==> config.mk <==
export PLATFORM = sky130hd
export DESIGN_NAME = dns_service_record_classifier_top
export DESIGN_NICKNAME = d
export VERILOG_FILES = /design/src/rtl/dsrc_pkg.sv /design/src/rtl/dsrc_parser.sv /design/src/rtl/dsrc_queue.sv /design/src/rtl/dsrc_accum.sv /design/src/rtl/dns_service_record_classifier_top.sv
export SDC_FILE = /design/constraint.sdc
export NUM_CORES = 1
export LEC_CHECK = 0
export ABC_AREA = 1
export BUFFER_PORTS_ARGS = -buffer_cell sky130_fd_sc_hd__clkbuf_2
export CAP_MARGIN = 10
export CELL_PAD_IN_SITES_DETAIL_PLACEMENT = 1
export CELL_PAD_IN_SITES_GLOBAL_PLACEMENT = 1
export CORE_MARGIN = 5
export CORE_UTILIZATION = 39
export DETAILED_ROUTE_END_ITERATION = 16
export PLACE_DENSITY_LB_ADDON = 0.1
export SYNTH_ARGS = -nofsm -noshare
export SYNTH_HDL_FRONTEND = slang
export SYNTH_SLANG_ARGS = --single-unit
==> constraint.sdc <==
create_clock -name clock -period 7.6 [get_ports clock]
set_input_delay 1.52 -clock clock [delete_from_list [all_inputs] [get_ports clock]]
set_output_delay 1.52 -clock clock [all_outputs]
set_load 0.005 [all_outputs]
==> src/rtl/dsrc_pkg.sv <==
// Shared types and constants of the service record classifier.
// No dependencies.
package dsrc_pkg;
   localparam int COUNT_WIDTH_DEFAULT  = 16;
   localparam int OFFSET_WIDTH_DEFAULT = 17;
   localparam int OUT_COUNT_WIDTH      = 16;
   localparam int QUEUE_DEPTH          = 2;

   localparam logic [7:0] KIND_PTR = 8'd12;
   localparam logic [7:0] KIND_TXT = 8'd16;
   localparam logic [7:0] KIND_SRV = 8'd33;

   localparam int SEEN_DROP  = 0;
   localparam int SEEN_QUIC  = 1;
   localparam int SEEN_TCP   = 2;
   localparam int SEEN_UDP   = 3;
   localparam int SEEN_LOCAL = 4;

   localparam int FLAG_ANY  = 0;
   localparam int FLAG_TCP  = 1;
   localparam int FLAG_UDP  = 2;
   localparam int FLAG_QUIC = 3;

   localparam logic [15:0] PTR_TCP       = 16'hc007;
   localparam logic [15:0] PTR_UDP       = 16'hc008;
   localparam logic [15:0] PTR_ANY       = 16'hc009;
   localparam logic [15:0] PTR_DROP_TCP  = 16'hc00a;
   localparam logic [15:0] PTR_DROP_UDP  = 16'hc00b;

   typedef enum logic [4:0] {
      NS_LEN   = 5'b00001,
      NS_LABEL = 5'b00010,
      NS_PTR   = 5'b00100,
      NS_DONE  = 5'b01000,
      NS_BAD   = 5'b10000
   } name_state_type;

   // One finished record handed from the parser to the accumulator.
   typedef struct packed {
      logic       ok;
      logic [7:0] kind;
      logic [3:0] flags;
      logic       clear;
   } verdict_type;

   // Expected character of candidate label cand at position pos; zero never matches
   // because lowered input of zero is compared only within each label's length.
   function automatic logic [7:0] cand_char(input logic [2:0] cand, input logic [2:0] pos);
      logic [63:0] s;
      unique case (cand)
         3'd0: s = {"pordria", "_"};
         3'd1: s = {8'h00, "ciuqsa", "_"};
         3'd2: s = {32'h0, "pct_"};
         3'd3: s = {32'h0, "pdu_"};
         default: s = {24'h0, "lacol"};
      endcase
      return s[pos*8 +: 8];
   endfunction

   function automatic logic [5:0] cand_len(input logic [2:0] cand);
      unique case (cand)
         3'd0: return 6'd8;
         3'd1: return 6'd7;
         3'd2: return 6'd4;
         3'd3: return 6'd4;
         default: return 6'd5;
      endcase
   endfunction
endpackage

==> src/rtl/dsrc_parser.sv <==
// Front part: walks the record bytes, matches labels and forms a verdict.
// Depends on dsrc_pkg.
module dsrc_parser import dsrc_pkg::*; #(
   parameter int OFFSET_WIDTH = OFFSET_WIDTH_DEFAULT
) (
   input  logic        clock,
   input  logic        reset,
   input  logic        in_valid,
   input  logic [7:0]  in_byte,
   input  logic        in_last,
   input  logic        in_clear,
   output logic        verdict_valid,
   output verdict_type verdict
);
   localparam logic [OFFSET_WIDTH-1:0] OFS_MAX = '1;

   logic [OFFSET_WIDTH-1:0] offset_ff, offset_in;
   logic [15:0]    ntl_ff, ntl_in, dlen_ff, dlen_in;
   logic [5:0]     left_ff, left_in, pos_ff, pos_in;
   logic [4:0]     live_ff, live_in, seen_ff, seen_in;
   name_state_type ns_ff, ns_in;
   logic [7:0]     phigh_ff, phigh_in, kind_ff, kind_in;
   logic [3:0]     rflags_ff, rflags_in;
   logic           clr_pend_ff, clr_pend_in;

   logic [OFFSET_WIDTH:0] p, n;
   logic [7:0]  ch;
   logic [15:0] ptrv;
   logic        ok;

   always_comb begin
      offset_in = offset_ff; ntl_in = ntl_ff; dlen_in = dlen_ff;
      left_in = left_ff; pos_in = pos_ff; live_in = live_ff; seen_in = seen_ff;
      ns_in = ns_ff; phigh_in = phigh_ff; kind_in = kind_ff; rflags_in = rflags_ff;
      clr_pend_in = clr_pend_ff;
      p = {1'b0, offset_ff};
      n = (OFFSET_WIDTH+1)'(ntl_ff);
      ch = (in_byte >= "A" && in_byte <= "Z") ? in_byte + 8'd32 : in_byte;
      ptrv = {phigh_ff, in_byte};
      ok = 1'b0;
      verdict_valid = 1'b0;
      verdict = '0;
      if (in_valid) begin
         if (p == '0) begin
            ntl_in = {8'h00, in_byte};
         end else if (p == (OFFSET_WIDTH+1)'(1)) begin
            ntl_in = {in_byte, ntl_ff[7:0]};
            if (ntl_in < 16'd2) ns_in = NS_BAD;
         end else if (p <= n) begin
            unique case (ns_ff)
               NS_LEN: begin
                  if (in_byte[7:6] != 2'b00) begin
                     if (in_byte[7:6] == 2'b11 && p + 1'b1 == n) begin
                        phigh_in = in_byte; ns_in = NS_PTR;
                     end else ns_in = NS_BAD;
                  end else if (in_byte == 8'd0) begin
                     if (p == n) begin
                        rflags_in = '0;
                        rflags_in[FLAG_TCP] = seen_ff[SEEN_DROP] & seen_ff[SEEN_TCP]
                                              & seen_ff[SEEN_LOCAL];
                        rflags_in[FLAG_UDP] = seen_ff[SEEN_DROP] & seen_ff[SEEN_UDP]
                                              & seen_ff[SEEN_LOCAL];
                        rflags_in[FLAG_ANY] = rflags_in[FLAG_TCP] | rflags_in[FLAG_UDP];
                        rflags_in[FLAG_QUIC] = seen_ff[SEEN_QUIC] & seen_ff[SEEN_UDP]
                                               & seen_ff[SEEN_LOCAL];
                        ns_in = NS_DONE;
                     end else ns_in = NS_BAD;
                  end else if (p + (OFFSET_WIDTH+1)'(in_byte) > n) begin
                     ns_in = NS_BAD;
                  end else begin
                     left_in = in_byte[5:0]; pos_in = '0;
                     for (int i = 0; i < 5; i++)
                        live_in[i] = (cand_len(3'(i)) == in_byte[5:0]);
                     ns_in = NS_LABEL;
                  end
               end
               NS_LABEL: begin
                  for (int i = 0; i < 5; i++)
                     if (live_ff[i] && (pos_ff >= 6'd8 ||
                         cand_char(3'(i), pos_ff[2:0]) != ch))
                        live_in[i] = 1'b0;
                  pos_in = pos_ff + 6'd1;
                  left_in = left_ff - 6'd1;
                  if (left_in == '0) begin
                     seen_in = seen_ff | live_in; ns_in = NS_LEN;
                  end
               end
               NS_PTR: begin
                  rflags_in = '0;
                  if (ptrv == PTR_TCP) rflags_in = 4'b0011;
                  else if (ptrv == PTR_UDP) rflags_in = 4'b0101;
                  else if (ptrv == PTR_ANY) rflags_in = 4'b0001;
                  else if (ptrv == PTR_DROP_TCP) begin
                     if (seen_ff[SEEN_DROP]) rflags_in = 4'b0011;
                  end else if (ptrv == PTR_DROP_UDP) begin
                     if (seen_ff[SEEN_DROP]) rflags_in = 4'b0101;
                     rflags_in[FLAG_QUIC] = seen_ff[SEEN_QUIC];
                  end
                  ns_in = NS_DONE;
               end
               default: ;
            endcase
         end else if (p == n + 1'b1) begin
            kind_in = in_byte;
            if (ns_ff != NS_DONE) ns_in = NS_BAD;
         end else if (p == n + 2'd2) begin
            dlen_in = {8'h00, in_byte};
         end else if (p == n + 2'd3) begin
            dlen_in = {in_byte, dlen_ff[7:0]};
         end
         if (offset_ff < OFS_MAX) offset_in = offset_ff + 1'b1;
         clr_pend_in = clr_pend_ff | in_clear;
         if (in_last) begin
            ok = (ns_ff == NS_DONE) && (offset_ff < OFS_MAX) && (p >= 2) &&
                 ((OFFSET_WIDTH+2)'(p) == (OFFSET_WIDTH+2)'(ntl_ff) + 3'd5
                  + (OFFSET_WIDTH+2)'(dlen_ff));
            verdict_valid = 1'b1;
            verdict.ok = ok; verdict.kind = kind_ff; verdict.flags = rflags_ff;
            verdict.clear = clr_pend_ff | in_clear;
            offset_in = '0; ntl_in = '0; dlen_in = '0; left_in = '0; pos_in = '0;
            live_in = '0; seen_in = '0; ns_in = NS_LEN; phigh_in = '0;
            kind_in = '0; rflags_in = '0; clr_pend_in = 1'b0;
         end
      end
   end

   always_ff @(posedge clock) begin
      if (reset) begin
         offset_ff <= '0; ntl_ff <= '0; dlen_ff <= '0; left_ff <= '0; pos_ff <= '0;
         live_ff <= '0; seen_ff <= '0; ns_ff <= NS_LEN; phigh_ff <= '0;
         kind_ff <= '0; rflags_ff <= '0; clr_pend_ff <= 1'b0;
      end else begin
         offset_ff <= offset_in; ntl_ff <= ntl_in; dlen_ff <= dlen_in;
         left_ff <= left_in; pos_ff <= pos_in; live_ff <= live_in; seen_ff <= seen_in;
         ns_ff <= ns_in; phigh_ff <= phigh_in; kind_ff <= kind_in;
         rflags_ff <= rflags_in; clr_pend_ff <= clr_pend_in;
      end
   end
endmodule

==> src/rtl/dsrc_queue.sv <==
// Short verdict queue between the parser and the accumulator.
// Depends on dsrc_pkg.
module dsrc_queue import dsrc_pkg::*; #(
   parameter int DEPTH = QUEUE_DEPTH
) (
   input  logic        clock,
   input  logic        reset,
   input  logic        push,
   input  verdict_type push_data,
   output logic        room,
   output logic        pop_valid,
   input  logic        pop,
   output verdict_type pop_data
);
   localparam int AW = (DEPTH > 1) ? $clog2(DEPTH) : 1;
   verdict_type      mem_ff [DEPTH];
   logic [AW-1:0]    wr_ff, rd_ff;
   logic [AW:0]      cnt_ff;

   assign room      = cnt_ff != (AW+1)'(DEPTH);
   assign pop_valid = cnt_ff != '0;
   assign pop_data  = mem_ff[rd_ff];

   always_ff @(posedge clock) begin
      if (push) mem_ff[wr_ff] <= push_data;
   end

   always_ff @(posedge clock) begin
      if (reset) begin
         wr_ff <= '0; rd_ff <= '0; cnt_ff <= '0;
      end else begin
         if (push) wr_ff <= (wr_ff == AW'(DEPTH-1)) ? '0 : wr_ff + 1'b1;
         if (pop)  rd_ff <= (rd_ff == AW'(DEPTH-1)) ? '0 : rd_ff + 1'b1;
         cnt_ff <= cnt_ff + (AW+1)'(push) - (AW+1)'(pop);
      end
   end
endmodule

==> src/rtl/dsrc_accum.sv <==
// Back part: applies verdicts to the saturating counters and sticky flags.
// Depends on dsrc_pkg.
module dsrc_accum import dsrc_pkg::*; #(
   parameter int COUNT_WIDTH = COUNT_WIDTH_DEFAULT
) (
   input  logic        clock,
   input  logic        reset,
   input  logic        in_valid,
   output logic        in_ready,
   input  verdict_type in_data,
   output logic        out_valid,
   input  logic        out_ready,
   output logic [95:0] out_data
);
   localparam logic [COUNT_WIDTH-1:0] CNT_MAX = '1;
   logic [COUNT_WIDTH-1:0] tot_ff, ptr_ff, txt_ff, srv_ff, bad_ff;
   logic [COUNT_WIDTH-1:0] tot_in, ptr_in, txt_in, srv_in, bad_in;
   logic [3:0]  flags_ff, flags_in;
   logic        valid_ff;
   logic [95:0] data_ff, data_in;

   function automatic logic [COUNT_WIDTH-1:0] sat(input logic [COUNT_WIDTH-1:0] c);
      return (c < CNT_MAX) ? c + 1'b1 : c;
   endfunction

   function automatic logic [OUT_COUNT_WIDTH-1:0] low(input logic [COUNT_WIDTH-1:0] c);
      logic [31:0] w;
      w = 32'(c);
      return w[OUT_COUNT_WIDTH-1:0];
   endfunction

   assign in_ready  = !valid_ff || out_ready;
   assign out_valid = valid_ff;
   assign out_data  = data_ff;

   always_comb begin
      tot_in = in_data.clear ? '0 : tot_ff;
      ptr_in = in_data.clear ? '0 : ptr_ff;
      txt_in = in_data.clear ? '0 : txt_ff;
      srv_in = in_data.clear ? '0 : srv_ff;
      bad_in = in_data.clear ? '0 : bad_ff;
      flags_in = in_data.clear ? '0 : flags_ff;
      if (in_data.ok) begin
         tot_in = sat(tot_in);
         if (in_data.kind == KIND_PTR) ptr_in = sat(ptr_in);
         else if (in_data.kind == KIND_TXT) txt_in = sat(txt_in);
         else if (in_data.kind == KIND_SRV) srv_in = sat(srv_in);
         flags_in = flags_in | in_data.flags;
      end else begin
         bad_in = sat(bad_in);
      end
      data_in = {11'b0, flags_in, low(bad_in), low(srv_in), low(txt_in),
                 low(ptr_in), low(tot_in), in_data.ok};
   end

   always_ff @(posedge clock) begin
      if (in_valid && in_ready) data_ff <= data_in;
   end

   always_ff @(posedge clock) begin
      if (reset) begin
         tot_ff <= '0; ptr_ff <= '0; txt_ff <= '0; srv_ff <= '0; bad_ff <= '0;
         flags_ff <= '0; valid_ff <= 1'b0;
      end else begin
         if (in_valid && in_ready) begin
            tot_ff <= tot_in; ptr_ff <= ptr_in; txt_ff <= txt_in;
            srv_ff <= srv_in; bad_ff <= bad_in; flags_ff <= flags_in;
            valid_ff <= 1'b1;
         end else if (out_ready) valid_ff <= 1'b0;
      end
   end
endmodule

==> src/rtl/dns_service_record_classifier_top.sv <==
// Service record classifier: byte stream in, one profile word per record out.
// Uses dsrc_pkg, dsrc_parser, dsrc_queue and dsrc_accum.
//
// The req channel carries one record byte per word, with tlast on the final
// byte and tuser set to clear the scan counters before that byte. Each record
// yields one rsp word on its final byte: record_ok, five saturating counts and
// four sticky service flags.
// Throughput is one byte per cycle while the queue has room; the parser handles
// each accepted byte as it arrives. The verdict enters a two-entry queue at the
// edge that accepts the final byte; the accumulator takes it from the queue when
// its output register is free, and rsp_tvalid is driven by that register.
// When the receiver stalls, the output register holds, the queue fills, and
// req_tready drops only when the queue has no room; then bytes wait too.
// Synchronous reset clears the parser, queue and counters; no clearing pass.
module dns_service_record_classifier_top import dsrc_pkg::*; #(
   parameter int COUNT_WIDTH  = COUNT_WIDTH_DEFAULT,
   parameter int OFFSET_WIDTH = OFFSET_WIDTH_DEFAULT
) (
   input  logic        clock,
   input  logic        reset,
   input  logic        req_tvalid,
   output logic        req_tready,
   input  logic [7:0]  req_tdata,   // record_byte
   input  logic        req_tlast,   // last_byte
   input  logic        req_tuser,   // new_scan
   output logic        rsp_tvalid,
   input  logic        rsp_tready,
   output logic [95:0] rsp_tdata    // record_ok, total_count, ptr_tally, txt_tally,
                                    // srv_tally, malformed_count, has_drop_any,
                                    // has_drop_tcp, has_drop_udp, has_quic, zero pad
);
   logic        vv, room, qv, qpop, acc_ready;
   verdict_type vd, qd;

   assign req_tready = room;
   assign qpop = qv && acc_ready;

   dsrc_parser #(.OFFSET_WIDTH(OFFSET_WIDTH)) u_parser (
      .clock, .reset, .in_valid(req_tvalid && room), .in_byte(req_tdata),
      .in_last(req_tlast), .in_clear(req_tuser), .verdict_valid(vv), .verdict(vd));

   dsrc_queue #(.DEPTH(QUEUE_DEPTH)) u_queue (
      .clock, .reset, .push(vv), .push_data(vd), .room(room), .pop_valid(qv),
      .pop(qpop), .pop_data(qd));

   dsrc_accum #(.COUNT_WIDTH(COUNT_WIDTH)) u_accum (
      .clock, .reset, .in_valid(qv), .in_ready(acc_ready), .in_data(qd),
      .out_valid(rsp_tvalid), .out_ready(rsp_tready), .out_data(rsp_tdata));
endmodule

==> metrics.cfg <==
[run_status]
outcome = finished, final reports clean

[clock_tree]
clk_pin_slew_worst_paths_ns = 0.07
h-tree-depth = 2
cts-root-buf = clkbuf_16
clockBufferDepth = 3
cts_resized = 0
cts_tree = done
cts.sinks = 300
cts_buffers = 37
ctsHoldBuffers = 0
insertion_delay_ns = 0.56
post_cts_buffers = 0

[global_route]
grt_overflow = 0
grt_max_degree = 93
track_usage_pct = 23.4
grt_pass1_wl_um = 101000
antenna_found_initial = 1
grt_pass1_vias = 18247

[min_path]
min_path_cells = 2
hold_path.class = register to register
min_to = u_parser.clr_pend_ff
hold_start = u_parser.clr_pend_ff

[place]
place_congestion = 0.910
dp_hpwl_um = 48000
place_area_mm2 = 0.0202
portBuffers = 100

[sta]
relSlewSlack_pct = 20.5
fin_crit_sh_pct = 64.2
min_period_ns = 4.88
finalHoldViolCount = 0
fmax_ghz = 0.205
rsz0062_at_grt = no
setup_viol = 0
finClkSkew_ns = 0.0185
slew_violations = 0
worst_slew_pin_slew_ns = 1.19
tns_ns = 0

[critical_path]
cp.required_ns = 8.07
reg2reg_slack_ns = 3.27
startpoint_type = input pin
r2r_cells = 20
r2r_end = u_queue.mem_ff[1][13]
cpMostUsedCell = nand2_1
cp.arrival_ns = 5.35
cp_top_family = simple AND/OR/NAND/NOR gates
crit_path_end_kind = register
crit_path_top_delay_cell = inv_2
timing.rr.start = u_parser.ntl_ff[0]
cpPeakStageDelay_ns = 0.35
path_max_fanout = 19
crit_buf_inv = 4
path_class = input pin to register

[yosys]
netlist_instances = 2650
yosysMostFrequentCell = nand2_1
synth_warnings = 0
ys_types = 63
synth-edff-count = 113
synth_top_area_share_pct = 19.5
avgSynthCellArea_um2 = 7.25
async_flop_share_pct = 0
yosysSeqAreaShare_pct = 37.2
synth_ff_type = dfxtp_1
ys_ff_latch = 300
synth_area_leaders = dfxtp_1 19%, edfxtp_1 18%, nand2_1 9.0%, inv_1 7.4%, nor2_1 7.0%
synthTopCellsByCount = 462 x nand2_1, 380 x inv_1, 359 x nor2_1, 195 x a21oi_1, 187 x dfxtp_1
synth.cell_area_mm2 = 0.0192
synth_largest_area_cell = dfxtp_1

[die]
io_pins = 112
die_area_mm2 = 0.0538
start_util_pct = 39.3
rows = 81
core_mm2 = 0.0488
fp.dieW_um = 232
die_h_um = 232

[cells_and_area]
stdcell_area_mm2 = 0.0215
area_growth_pct = 11.8
num_antenna_cells = 0
drive_gt1_share_pct = 9.50
fin_nets = 2807

[detailed_routing]
drt-initial-drc-count = 1073
vias = 17640
via_per_inst = 5.19
antenna_left = 0
route.detailed.drc = 0
drt-total-wl_um = 64100
wl_per_cell_um = 18.8
first_pass_iters = 4

[flow_run]
maxCapViolations = 0

[power]
ir_worst_vdd_uv = 183
power_density_mw_per_mm2 = 322
p_leak_uw = 0.00950

==> worst max path at each step <==
stage,startpoint,to,slack (ns),depth (start not counted)
finish,req_tdata[0],u_parser.pos_ff[3],2.72,25
global route,req_tdata[0],u_parser.left_ff[5],2.28,25
CTS,req_tdata[0],u_parser.pos_ff[3],2.76,25
detailed placement,req_tdata[0],u_parser.pos_ff[3],2.16,25
global placement,req_tdata[0],u_parser.pos_ff[3],2.37,24
floorplan,rsp_tready,u_queue.cnt_ff[1],1.81,10
==> registers in the layout, indices dropped and copies added, names as in the netlist, 5 cells and up, named ones only <==
| name | flops |
|---|---|
| u_accum.bad_ff | 16 |
| u_accum.out_data | 85 |
| u_accum.ptr_ff | 16 |
| u_accum.srv_ff | 16 |
| u_accum.tot_ff | 16 |
| u_accum.txt_ff | 16 |
| u_parser.dlen_ff | 16 |
| u_parser.kind_ff | 8 |
| u_parser.left_ff | 6 |
| u_parser.live_ff | 5 |
| u_parser.ns_ff | 5 |
| u_parser.ntl_ff | 16 |
| u_parser.offset_ff | 17 |
| u_parser.phigh_ff | 8 |
| u_parser.pos_ff | 6 |
| u_parser.seen_ff | 5 |
| u_queue.mem_ff | 28 |
==> report_power, final <==
group          switching, uW  total (uW)  internal (uW)
logic                   1650        2400            751
clock network            753        1910           1160
registers                280        2600           2320
total                   2680        6910           4220
==> per-layer routing <==
metal	vias up	track usage [%]	routed length (um)
met5	-	0	0
met4	0	7.72	2110
met3	109	4.22	3090
met2	353	39.3	29600
met1	8517	30.6	29200
li1	8661	-	-
==> layout by cell type, fill, tap and decap left out, drive strengths merged, types with 55 or more instances in the layout <==
| cell | count |
|---|---|
| edfxtp | 113 |
| inv | 398 |
| ha | 82 |
| nand3 | 127 |
| clkbuf | 141 |
| xor2 | 138 |
| nand2 | 478 |
| xnor2 | 55 |
| a21oi | 195 |
| nor2 | 380 |
| nor3 | 62 |
| o21ai | 180 |
| dfxtp | 187 |
==> tightest hold or removal path, stage by stage, from the launching register on <==
cell and delay, ns:
dfxtp_1 0.31, inv_1 0.05, a21oi_1 0.05
==> stage by stage <==
| stage | instances | total power, uW | worst slack, ns | utilization (%) | hold WS [ns] |
|---|---|---|---|---|---|
| floorplan | 2660 | 4180 | 1.81 | - | 0.426 |
| global placement | 3333 | 4930 | 2.37 | 41.3 | 0.432 |
| detailed placement | 3333 | 5050 | 2.16 | 41.3 | 0.444 |
| CTS | 3401 | 7000 | 2.76 | 43.9 | 0.456 |
| global route | 3402 | 7400 | 2.28 | 44.0 | 0.480 |
| finish | 3402 | 6910 | 2.72 | 44.0 | 0.455 |
==> cell type report <==
cell class	instances	area, um2
fillers	6228	27400
inverters	400	1510
clock buffers	42	996
repair buffers	109	571
flip-flops and latches	300	7140
well taps	664	831
clock inverters	26	317
multi-input cells	1861	10100
==> kinds of logic after synthesis <==
family | synth area share [%]
adder cells (fa/ha/maj) | 5.55
AND/OR/NAND/NOR | 26.0
XOR/XNOR | 8.96
buffers and inverters | 10.4
AO/OA/AOI/OAI | 11.8
flip-flops | 37.2
other | 0.0195
multiplexers | 0.0521
Power figures use the tool's default switching activity.
